<file path="config.mk">
export PLATFORM = sky130hd
export DESIGN_NAME = gcs_single_member_match
export DESIGN_NICKNAME = d
export VERILOG_FILES = /design/src/hw/rtl/gcs_pkg.sv /design/src/hw/rtl/gcs_queue.sv /design/src/hw/rtl/gcs_front.sv /design/src/hw/rtl/gcs_back.sv /design/src/hw/rtl/gcs_single_member_match.sv
export SDC_FILE = /design/constraint.sdc
export NUM_CORES = 2
export LEC_CHECK = 0
export ABC_CLOCK_PERIOD_IN_PS = 43100
export BUFFER_PORTS_ARGS = -buffer_cell sky130_fd_sc_hd__clkbuf_2
export CORE_MARGIN = 4
export CORE_UTILIZATION = 45
export CTS_CLUSTER_DIAMETER = 100
export DETAILED_ROUTE_END_ITERATION = 7
export GPL_TIMING_DRIVEN = 0
export PLACE_DENSITY = 0.57
export SYNTH_ARGS = -nofsm -noshare
export SYNTH_HDL_FRONTEND = slang
export SYNTH_SLANG_ARGS = --single-unit
</file>
<file path="constraint.sdc">
create_clock -name clk -period 43.1 [get_ports clk]
set_input_delay 8.62 -clock clk [delete_from_list [all_inputs] [get_ports clk]]
set_output_delay 8.62 -clock clk [all_outputs]
set_load 0.01 [all_outputs]
</file>
<file path="src/hw/rtl/gcs_pkg.sv">
// Shared types, codes and defaults for the Golomb-coded set matcher.
package gcs_pkg;

    localparam int GCS_COUNT_BITS  = 32;
    localparam int GCS_QUEUE_DEPTH = 4;
    localparam int GCS_RES_DEPTH   = 2;

    localparam logic [5:0] GCS_RICE_RESET = 6'd19;

    // configuration register indexes
    localparam logic [1:0] REG_RICE_PARAM   = 2'd0;
    localparam logic [1:0] REG_MEMBER_LIMIT = 2'd1;
    localparam logic [1:0] REG_TARGET_RANGE = 2'd2;

    // verdict causes
    localparam logic [1:0] CAUSE_EQUAL     = 2'd0;
    localparam logic [1:0] CAUSE_PASSED    = 2'd1;
    localparam logic [1:0] CAUSE_EXHAUSTED = 2'd2;
    localparam logic [1:0] CAUSE_STREAM_END = 2'd3;

    typedef struct packed {
        logic [7:0] stream_byte;
        logic       first_byte;
        logic       last_byte;
    } gcs_in_t;

    typedef struct packed {
        logic        found;
        logic [1:0]  verdict_cause;
        logic [31:0] elements_decoded;
    } gcs_out_t;

    typedef struct packed {
        logic [5:0]  rice_param;
        logic [31:0] member_limit;
        logic [63:0] target_range;
    } gcs_cfg_t;

endpackage

</file>
<file path="src/hw/rtl/gcs_queue.sv">
// Small first-in first-out queue built from registers.
module gcs_queue #(
    parameter int DEPTH = 4,
    parameter int W     = 8
) (
    input  logic         clk,
    input  logic         rst_n,
    input  logic         wr_en,
    input  logic [W-1:0] wr_data,
    output logic         full,
    input  logic         rd_en,
    output logic [W-1:0] rd_data,
    output logic         empty
);

    localparam int AW = (DEPTH > 1) ? $clog2(DEPTH) : 1;

    logic [W-1:0]  mem [DEPTH];
    logic [AW-1:0] wr_ptr_reg, wr_ptr_next;
    logic [AW-1:0] rd_ptr_reg, rd_ptr_next;
    logic [AW:0]   count_reg, count_next;
    logic          do_wr, do_rd;

    assign full    = (count_reg == (AW+1)'(DEPTH));
    assign empty   = (count_reg == '0);
    assign do_wr   = wr_en && !full;
    assign do_rd   = rd_en && !empty;
    assign rd_data = mem[rd_ptr_reg];

    always_comb
    begin
        wr_ptr_next = wr_ptr_reg;
        rd_ptr_next = rd_ptr_reg;
        count_next  = count_reg;
        if (do_wr)
        begin
            wr_ptr_next = (wr_ptr_reg == AW'(DEPTH - 1)) ? '0 : wr_ptr_reg + 1'b1;
        end
        if (do_rd)
        begin
            rd_ptr_next = (rd_ptr_reg == AW'(DEPTH - 1)) ? '0 : rd_ptr_reg + 1'b1;
        end
        if (do_wr && !do_rd)
        begin
            count_next = count_reg + 1'b1;
        end
        else if (do_rd && !do_wr)
        begin
            count_next = count_reg - 1'b1;
        end
    end

    always_ff @(posedge clk or negedge rst_n)
    begin
        if (!rst_n)
        begin
            wr_ptr_reg <= '0;
            rd_ptr_reg <= '0;
            count_reg  <= '0;
        end
        else
        begin
            wr_ptr_reg <= wr_ptr_next;
            rd_ptr_reg <= rd_ptr_next;
            count_reg  <= count_next;
        end
    end

    always_ff @(posedge clk)
    begin
        if (do_wr)
        begin
            mem[wr_ptr_reg] <= wr_data;
        end
    end

endmodule

</file>
<file path="src/hw/rtl/gcs_front.sv">
// Input stage: registers each incoming byte transaction and forwards it to the work queue.
module gcs_front (
    input  logic              clk,
    input  logic              rst_n,
    input  logic              push,
    input  gcs_pkg::gcs_in_t  item,
    output logic              full,
    input  logic              wq_full,
    output logic              wq_push,
    output gcs_pkg::gcs_in_t  wq_item
);

    import gcs_pkg::*;

    logic    vld_reg, vld_next;
    gcs_in_t item_reg;
    logic    accept;

    // holding register drains whenever the queue has room
    assign full    = vld_reg && wq_full;
    assign accept  = push && !full;
    assign wq_push = vld_reg && !wq_full;
    assign wq_item = item_reg;

    assign vld_next = accept || (vld_reg && wq_full);

    always_ff @(posedge clk or negedge rst_n)
    begin
        if (!rst_n)
        begin
            vld_reg <= 1'b0;
        end
        else
        begin
            vld_reg <= vld_next;
        end
    end

    always_ff @(posedge clk)
    begin
        if (accept)
        begin
            item_reg <= item;
        end
    end

endmodule

</file>
<file path="src/hw/rtl/gcs_back.sv">
// Decoder: walks the bits of each byte, rebuilds set values and issues the verdict.
module gcs_back #(
    parameter int COUNT_BITS = 32
) (
    input  logic              clk,
    input  logic              rst_n,
    input  gcs_pkg::gcs_cfg_t cfg,
    input  logic              item_vld,
    input  gcs_pkg::gcs_in_t  item,
    output logic              item_take,
    input  logic              res_ready,
    output logic              res_push,
    output gcs_pkg::gcs_out_t res
);

    import gcs_pkg::*;

    logic [63:0]           q_reg, q_next;
    logic                  inr_reg, inr_next;
    logic [5:0]            rl_reg, rl_next;
    logic [63:0]           ra_reg, ra_next;
    logic [63:0]           prev_reg, prev_next;
    logic [COUNT_BITS-1:0] cnt_reg, cnt_next;
    logic                  vg_reg, vg_next;
    logic [2:0]            pos_reg, pos_next;

    always_comb
    begin
        logic                  clr;
        logic [63:0]           q_e;
        logic                  inr_e;
        logic [5:0]            rl_e;
        logic [63:0]           ra_e;
        logic [63:0]           prev_e;
        logic [COUNT_BITS-1:0] cnt_e;
        logic                  vg_e;
        logic                  exh;
        logic                  inr_w;
        logic [5:0]            rl_w;
        logic [63:0]           ra_w;
        logic [3:0]            qi;
        logic                  stop;
        logic [3:0]            used;
        logic                  b;
        logic [63:0]           value;
        logic [COUNT_BITS-1:0] cnt_inc;
        logic [63:0]           cnt_e_w;
        logic [63:0]           cnt_inc_w;

        clr    = item.first_byte && (pos_reg == 3'd0);
        q_e    = clr ? '0 : q_reg;
        inr_e  = clr ? 1'b0 : inr_reg;
        rl_e   = clr ? '0 : rl_reg;
        ra_e   = clr ? '0 : ra_reg;
        prev_e = clr ? '0 : prev_reg;
        cnt_e  = clr ? '0 : cnt_reg;
        vg_e   = clr ? 1'b0 : vg_reg;

        cnt_inc   = cnt_e + 1'b1;
        cnt_e_w   = 64'(cnt_e);
        cnt_inc_w = 64'(cnt_inc);
        exh       = cnt_e_w >= 64'(cfg.member_limit);

        // bit walk from the current position up to the first completed element
        inr_w = inr_e;
        rl_w  = rl_e;
        ra_w  = ra_e;
        qi    = '0;
        stop  = 1'b0;
        used  = 4'({1'b0, pos_reg});
        b     = 1'b0;
        for (int i = 0; i < 8; i++)
        begin
            if ((4'(i) >= {1'b0, pos_reg}) && !stop)
            begin
                b    = item.stream_byte[7-i];
                used = 4'(i + 1);
                if (!inr_w)
                begin
                    if (b)
                    begin
                        qi = qi + 1'b1;
                    end
                    else if (cfg.rice_param == 6'd0)
                    begin
                        ra_w = '0;
                        stop = 1'b1;
                    end
                    else
                    begin
                        inr_w = 1'b1;
                        rl_w  = cfg.rice_param;
                        ra_w  = '0;
                    end
                end
                else
                begin
                    ra_w = {ra_w[62:0], b};
                    rl_w = rl_w - 6'd1;
                    if (rl_w == 6'd0)
                    begin
                        stop = 1'b1;
                    end
                end
            end
        end

        // quotient shifted with the current parameter, all modulo 2^64
        value = prev_e + (q_e << cfg.rice_param) + (64'(qi) << cfg.rice_param) + ra_w;

        q_next    = q_reg;
        inr_next  = inr_reg;
        rl_next   = rl_reg;
        ra_next   = ra_reg;
        prev_next = prev_reg;
        cnt_next  = cnt_reg;
        vg_next   = vg_reg;
        pos_next  = pos_reg;
        item_take = 1'b0;
        res_push  = 1'b0;
        res       = '0;

        if (item_vld && res_ready)
        begin
            q_next    = q_e;
            inr_next  = inr_e;
            rl_next   = rl_e;
            ra_next   = ra_e;
            prev_next = prev_e;
            cnt_next  = cnt_e;
            vg_next   = vg_e;
            pos_next  = 3'd0;
            item_take = 1'b1;

            if (vg_e)
            begin
                // query already decided: byte dropped
            end
            else if (exh)
            begin
                vg_next                = 1'b1;
                res_push               = 1'b1;
                res.verdict_cause      = CAUSE_EXHAUSTED;
                res.elements_decoded   = cnt_e_w[31:0];
            end
            else if (stop)
            begin
                cnt_next = cnt_inc;
                q_next   = '0;
                inr_next = 1'b0;
                rl_next  = '0;
                ra_next  = '0;
                if (value == cfg.target_range)
                begin
                    vg_next              = 1'b1;
                    res_push             = 1'b1;
                    res.found            = 1'b1;
                    res.verdict_cause    = CAUSE_EQUAL;
                    res.elements_decoded = cnt_inc_w[31:0];
                end
                else if (value > cfg.target_range)
                begin
                    vg_next              = 1'b1;
                    res_push             = 1'b1;
                    res.verdict_cause    = CAUSE_PASSED;
                    res.elements_decoded = cnt_inc_w[31:0];
                end
                else
                begin
                    prev_next = value;
                    if (used == 4'd8)
                    begin
                        if (cnt_inc_w >= 64'(cfg.member_limit))
                        begin
                            vg_next              = 1'b1;
                            res_push             = 1'b1;
                            res.verdict_cause    = CAUSE_EXHAUSTED;
                            res.elements_decoded = cnt_inc_w[31:0];
                        end
                        else if (item.last_byte)
                        begin
                            vg_next              = 1'b1;
                            res_push             = 1'b1;
                            res.verdict_cause    = CAUSE_STREAM_END;
                            res.elements_decoded = cnt_inc_w[31:0];
                        end
                    end
                    else
                    begin
                        // more bits of this byte to walk: the byte stays at the queue head
                        item_take = 1'b0;
                        pos_next  = used[2:0];
                    end
                end
            end
            else
            begin
                q_next   = q_e + 64'(qi);
                inr_next = inr_w;
                rl_next  = rl_w;
                ra_next  = ra_w;
                if (item.last_byte)
                begin
                    vg_next              = 1'b1;
                    res_push             = 1'b1;
                    res.verdict_cause    = CAUSE_STREAM_END;
                    res.elements_decoded = cnt_e_w[31:0];
                end
            end
        end
    end

    always_ff @(posedge clk or negedge rst_n)
    begin
        if (!rst_n)
        begin
            q_reg    <= '0;
            inr_reg  <= 1'b0;
            rl_reg   <= '0;
            ra_reg   <= '0;
            prev_reg <= '0;
            cnt_reg  <= '0;
            vg_reg   <= 1'b0;
            pos_reg  <= '0;
        end
        else
        begin
            q_reg    <= q_next;
            inr_reg  <= inr_next;
            rl_reg   <= rl_next;
            ra_reg   <= ra_next;
            prev_reg <= prev_next;
            cnt_reg  <= cnt_next;
            vg_reg   <= vg_next;
            pos_reg  <= pos_next;
        end
    end

endmodule

</file>
<file path="src/hw/rtl/gcs_single_member_match.sv">
// Top level of the Golomb-Rice coded set single member matcher.
//
//  channel   direction  handshake            payload
//  input     in         push / full          in_item  : stream_byte, first_byte, last_byte
//  result    out        empty / pop          out_item : found, verdict_cause, elements_decoded
//  config    in         cfg_wr_en            cfg_index, cfg_data (64 bits)
//
// One byte transaction is decoded per cycle while the result queue has room;
// a byte in which an element completes before its last bit stays at the
// head of the work queue and is walked again for each such element. The
// limit is the single value adder and target compare in the decoder.
// Reset clears all query state and loads the register defaults; no sweep.
// Input is taken unless holding register and work queue are both full, so a
// stalled result side fills result queue, work queue, then holding register
// before full rises. A byte passes the holding register and the work queue
// to the decoder; its verdict is registered in the result queue for output.
module gcs_single_member_match #(
    parameter int COUNT_BITS  = gcs_pkg::GCS_COUNT_BITS,
    parameter int QUEUE_DEPTH = gcs_pkg::GCS_QUEUE_DEPTH
) (
    input  logic              clk,
    input  logic              rst_n,
    input  logic              push,
    input  gcs_pkg::gcs_in_t  in_item,
    output logic              full,
    output logic              empty,
    input  logic              pop,
    output gcs_pkg::gcs_out_t out_item,
    input  logic              cfg_wr_en,
    input  logic [1:0]        cfg_index,
    input  logic [63:0]       cfg_data
);

    import gcs_pkg::*;

    localparam int IN_W  = $bits(gcs_in_t);
    localparam int OUT_W = $bits(gcs_out_t);

    // configuration registers, live as soon as written
    logic [5:0]  rice_param_reg;
    logic [31:0] member_limit_reg;
    logic [63:0] target_range_reg;
    gcs_cfg_t    cfg;

    always_ff @(posedge clk or negedge rst_n)
    begin
        if (!rst_n)
        begin
            rice_param_reg   <= GCS_RICE_RESET;
            member_limit_reg <= '0;
            target_range_reg <= '0;
        end
        else if (cfg_wr_en)
        begin
            unique case (cfg_index)
                REG_RICE_PARAM:   rice_param_reg   <= cfg_data[5:0];
                REG_MEMBER_LIMIT: member_limit_reg <= cfg_data[31:0];
                REG_TARGET_RANGE: target_range_reg <= cfg_data;
                default:          ;
            endcase
        end
    end

    assign cfg.rice_param   = rice_param_reg;
    assign cfg.member_limit = member_limit_reg;
    assign cfg.target_range = target_range_reg;

    // front: input holding register
    logic    wq_full;
    logic    wq_push;
    gcs_in_t wq_wr_item;

    gcs_front u_front (
        .clk     (clk),
        .rst_n   (rst_n),
        .push    (push),
        .item    (in_item),
        .full    (full),
        .wq_full (wq_full),
        .wq_push (wq_push),
        .wq_item (wq_wr_item)
    );

    // work queue decouples intake from decoding
    logic            wq_empty;
    logic            wq_take;
    logic [IN_W-1:0] wq_rd_data;
    gcs_in_t         wq_head;

    gcs_queue #(
        .DEPTH (QUEUE_DEPTH),
        .W     (IN_W)
    ) u_work_q (
        .clk     (clk),
        .rst_n   (rst_n),
        .wr_en   (wq_push),
        .wr_data (IN_W'(wq_wr_item)),
        .full    (wq_full),
        .rd_en   (wq_take),
        .rd_data (wq_rd_data),
        .empty   (wq_empty)
    );

    assign wq_head = gcs_in_t'(wq_rd_data);

    // back: bit walk and value compare
    logic     rq_full;
    logic     rq_push;
    gcs_out_t verdict;

    gcs_back #(
        .COUNT_BITS (COUNT_BITS)
    ) u_back (
        .clk       (clk),
        .rst_n     (rst_n),
        .cfg       (cfg),
        .item_vld  (!wq_empty),
        .item      (wq_head),
        .item_take (wq_take),
        .res_ready (!rq_full),
        .res_push  (rq_push),
        .res       (verdict)
    );

    // result queue: verdicts wait here for the consumer
    logic [OUT_W-1:0] rq_rd_data;

    gcs_queue #(
        .DEPTH (GCS_RES_DEPTH),
        .W     (OUT_W)
    ) u_res_q (
        .clk     (clk),
        .rst_n   (rst_n),
        .wr_en   (rq_push),
        .wr_data (OUT_W'(verdict)),
        .full    (rq_full),
        .rd_en   (pop),
        .rd_data (rq_rd_data),
        .empty   (empty)
    );

    assign out_item = gcs_out_t'(rq_rd_data);

endmodule

</file>
==> summary.md <==
| Metric | Value |
|---|---|
| RePlAce Congestion | 1.03 |
| Crit-path max cell delay | 1100 ps |
| Hold-fix buffers, CTS | 0 |
| Largest net degree at the start of global routing | approximately 110 |
| Via count | 41,200 |
| Layout Nets | 5,623 |
| Clock sink count | 469 |
| Width of the die | approximately 320 um |
| Cell variety after synth | 108 |
| Worst-Margin Slew | 1320 ps |
| Total grt overflow | 0 |
| Status | finished with violations |
| Final WL | 169 mm |
| Final HPWL DP | 135 mm |
| Cell taking the most area after synthesis | dfrtp_1 |
| Reg2Reg Depth | 87 |
| Slowest CP cell | nor4_1 |
| Max Fclk | roughly 34 MHz |
| Residual DRC | 1 |
| Min-Delay Path Class | reg2reg |
| CTS max path bufs | 3 |
| Die Ht | between 300 and 400 um |
| CP max FO | 10 |
| Vias in the first global route | 40,100 |
| Count of endpoints failing setup in the final report | 0 |
| IO buf count | 117 |
| Max-cap violation count | 0 |
| Clk Latency, worst-skew pair | 680 ps |
| Synth top cells by count | nand2_1 (585), inv_1 (348), dfrtp_1 (346), nor2_1 (270), clkbuf_1 (266) |
| Critical path startpoint | u_work_q.rd_ptr_reg[0] |
| Via/cell ratio | approximately 6.3 |
| Min Hold Slack | 488 ps |
| Top delay family on crit path | compound AO/OA/AOI/OAI gates |
| Reg with most FFs | u_res_q.mem |
| Max FFs per register | 70 |
| Reg2Reg Setup Slack | about 14,000 ps |
| Max-slew headroom | 11.8% |
| Clock Skews | ~28 ps |
| Seq cells post-synth | 469 |
| Failing checks | DRC |
| TritonRoute pass-1 iters | 8 |
| Initial DRC Count | 4,713 |
| Critical Path Sink Type | flip-flop |
| # diodes | 0 |
| Hold depth | 2 |
| Clk pin slew, worst setup/hold paths | 60 ps |
| Hold Violations, Final | 0 |
| Reg-to-reg startpoint | u_work_q.rd_ptr_reg[0] |
| Count leader, synth | nand2_1 |
| Net Count, Synth | 5,436 |
| Initial antenna violation count | 2 |
| Die area | 99,300 um^2 |
| Antenna Nets Post-Route | 0 |
| Setup Crit Path Kind | reg2reg |
| Layout cells sized above 1 | approximately a tenth |
| Crit path depth | 87 |
| Final Max Tran Viols | 0 |
| Root Driver | clkbuf_16 |
| Top_reg_cell synth | dfrtp_1 |
| Ports | between 100 and 150 |
| Placement row count | roughly 110 |
| Mean Syn Cell Area | about 8.5 um^2 |
| Synth Cell Area | about 42,000 um^2 |
| CP most frequent cell | clkbuf_1 |
| Yosys top cell area share | 20.4% |
| Number of flops mapped to enable cells by yosys | 120 |
| Ys Warns | 0 |
| Worst path required time | around 44,000 ps |
| Ys async rst share | 74.4% |
| Htree depth | 2 |
| Core ar. | around 93,000 um^2 |
| Global Route Usage Sum | 33.5% |
| Sum Neg Setup Slack | 0 ps |
| Final period util | 67.9% |
| Sequential area share after synthesis | 29.1% |
| Buf+Inv Stages, Crit Path | 20 |
| Largest cells by area after synthesis | dfrtp_1 (20%), edfxtp_1 (8.5%), ha_1 (6.5%) |
| CTS Buf Count | 59 |
| Crit path time final | 29,270 ps |
| CTS tree | done |
| Setup bufs post-CTS | 0 |
| First-pass GRT wire length | 253 mm |
| Hold_sp | u_back.prev_reg[22] |
| RSZ-0062 raised after global routing | false |
| Wire length per cell | 26.1 um |
| Synth-to-Final Area Change | 10.3% |
| Cts repair resizes | 0 |
| Worst Setup Start Kind | flip-flop |
| Cells after synthesis | 5,005 |
| Arr. time, crit path | 29,880 ps |
| Initial Util | 45.4% |
[worst reg2reg max path: cells and delay by family, from the launching register on]
family	cells	cell delay, ps
adders and majority gates	9	3150
muxes	4	1310
and+or+nand+nor	25	6920
DFF	1	340
xor gates and xnor gates	2	600
buffers and inverters	20	8470
AOI/OAI and AO/OA	27	8480
[layer usage]
metal,routed length (um),track usage [%],vias up
li1,-,-,18800
met5,0,0,-
met1,72800,46.0,20300
met3,13900,6.01,362
met2,75400,53.0,1803
met4,7150,12.2,0
[area by class of cell]
cell class | instances | area (um^2)
fillers | 9276 | 46600
multi-input cells | 3843 | 27500
flip-flops and latches | 469 | 12300
clock buffers | 82 | 1650
well taps | 1254 | 1570
inverters | 353 | 1330
plain buffers | 340 | 1320
repair buffers | 126 | 746
clock inverters | 28 | 389
[kinds of logic after synthesis]
family                   Yosys count  share of synthesized area [%]
AO/OA/AOI/OAI                   1560                           25.0
multiplexers                     284                           7.63
buffers and inverters            693                           6.23
XOR/XNOR                         115                           2.39
adder cells (fa/ha/maj)          350                           12.6
AND/OR/NAND/NOR                 1534                           17.1
flip-flops                       469                           29.1
[per-stage QoR]
step	instances	utilization, %	setup slack [ps]	cell area (um^2)
global route	6495	50.1	12680	46800
floorplan	5005	-	23460	42400
finish	6495	50.1	13830	46800
detailed placement	6385	47.9	14530	44800
CTS	6495	50.1	14440	46800
global placement	6376	47.7	13220	44600
[final timing paths]
check,end
max,u_back.prev_reg[31]
min,u_back.prev_reg[22]
max reg2reg,u_back.prev_reg[31]
min reg2reg,u_back.prev_reg[22]
max in group asynchronous,member_limit_reg[22]
min in group asynchronous,u_work_q.rd_ptr_reg[1]
[layout by cell type (no fill, tap or decap), types with 37 or more instances in the layout]
cell type,count
nand2_1,585
a22oi_1,261
edfxtp_1,120
and2_1,82
nand4_1,57
ha_1,222
fa_1,128
clkbuf_2,117
a21o_1,67
dfrtp_1,346
buf_1,47
mux2i_1,104
a22o_1,38
nand3_1,179
o21ai_0,230
nor2b_1,37
o21ai_1,44
clkbuf_1,281
nor3_1,85
and3_1,52
mux2_2,165
o22ai_1,254
clkbuf_16,60
nand2b_1,75
nor2_1,268
xnor2_1,85
o22a_1,54
inv_1,348
a21oi_1,242
Power is not shown: default switching activity piles up to over one toggle a cycle in this logic, so the estimate is an artifact.
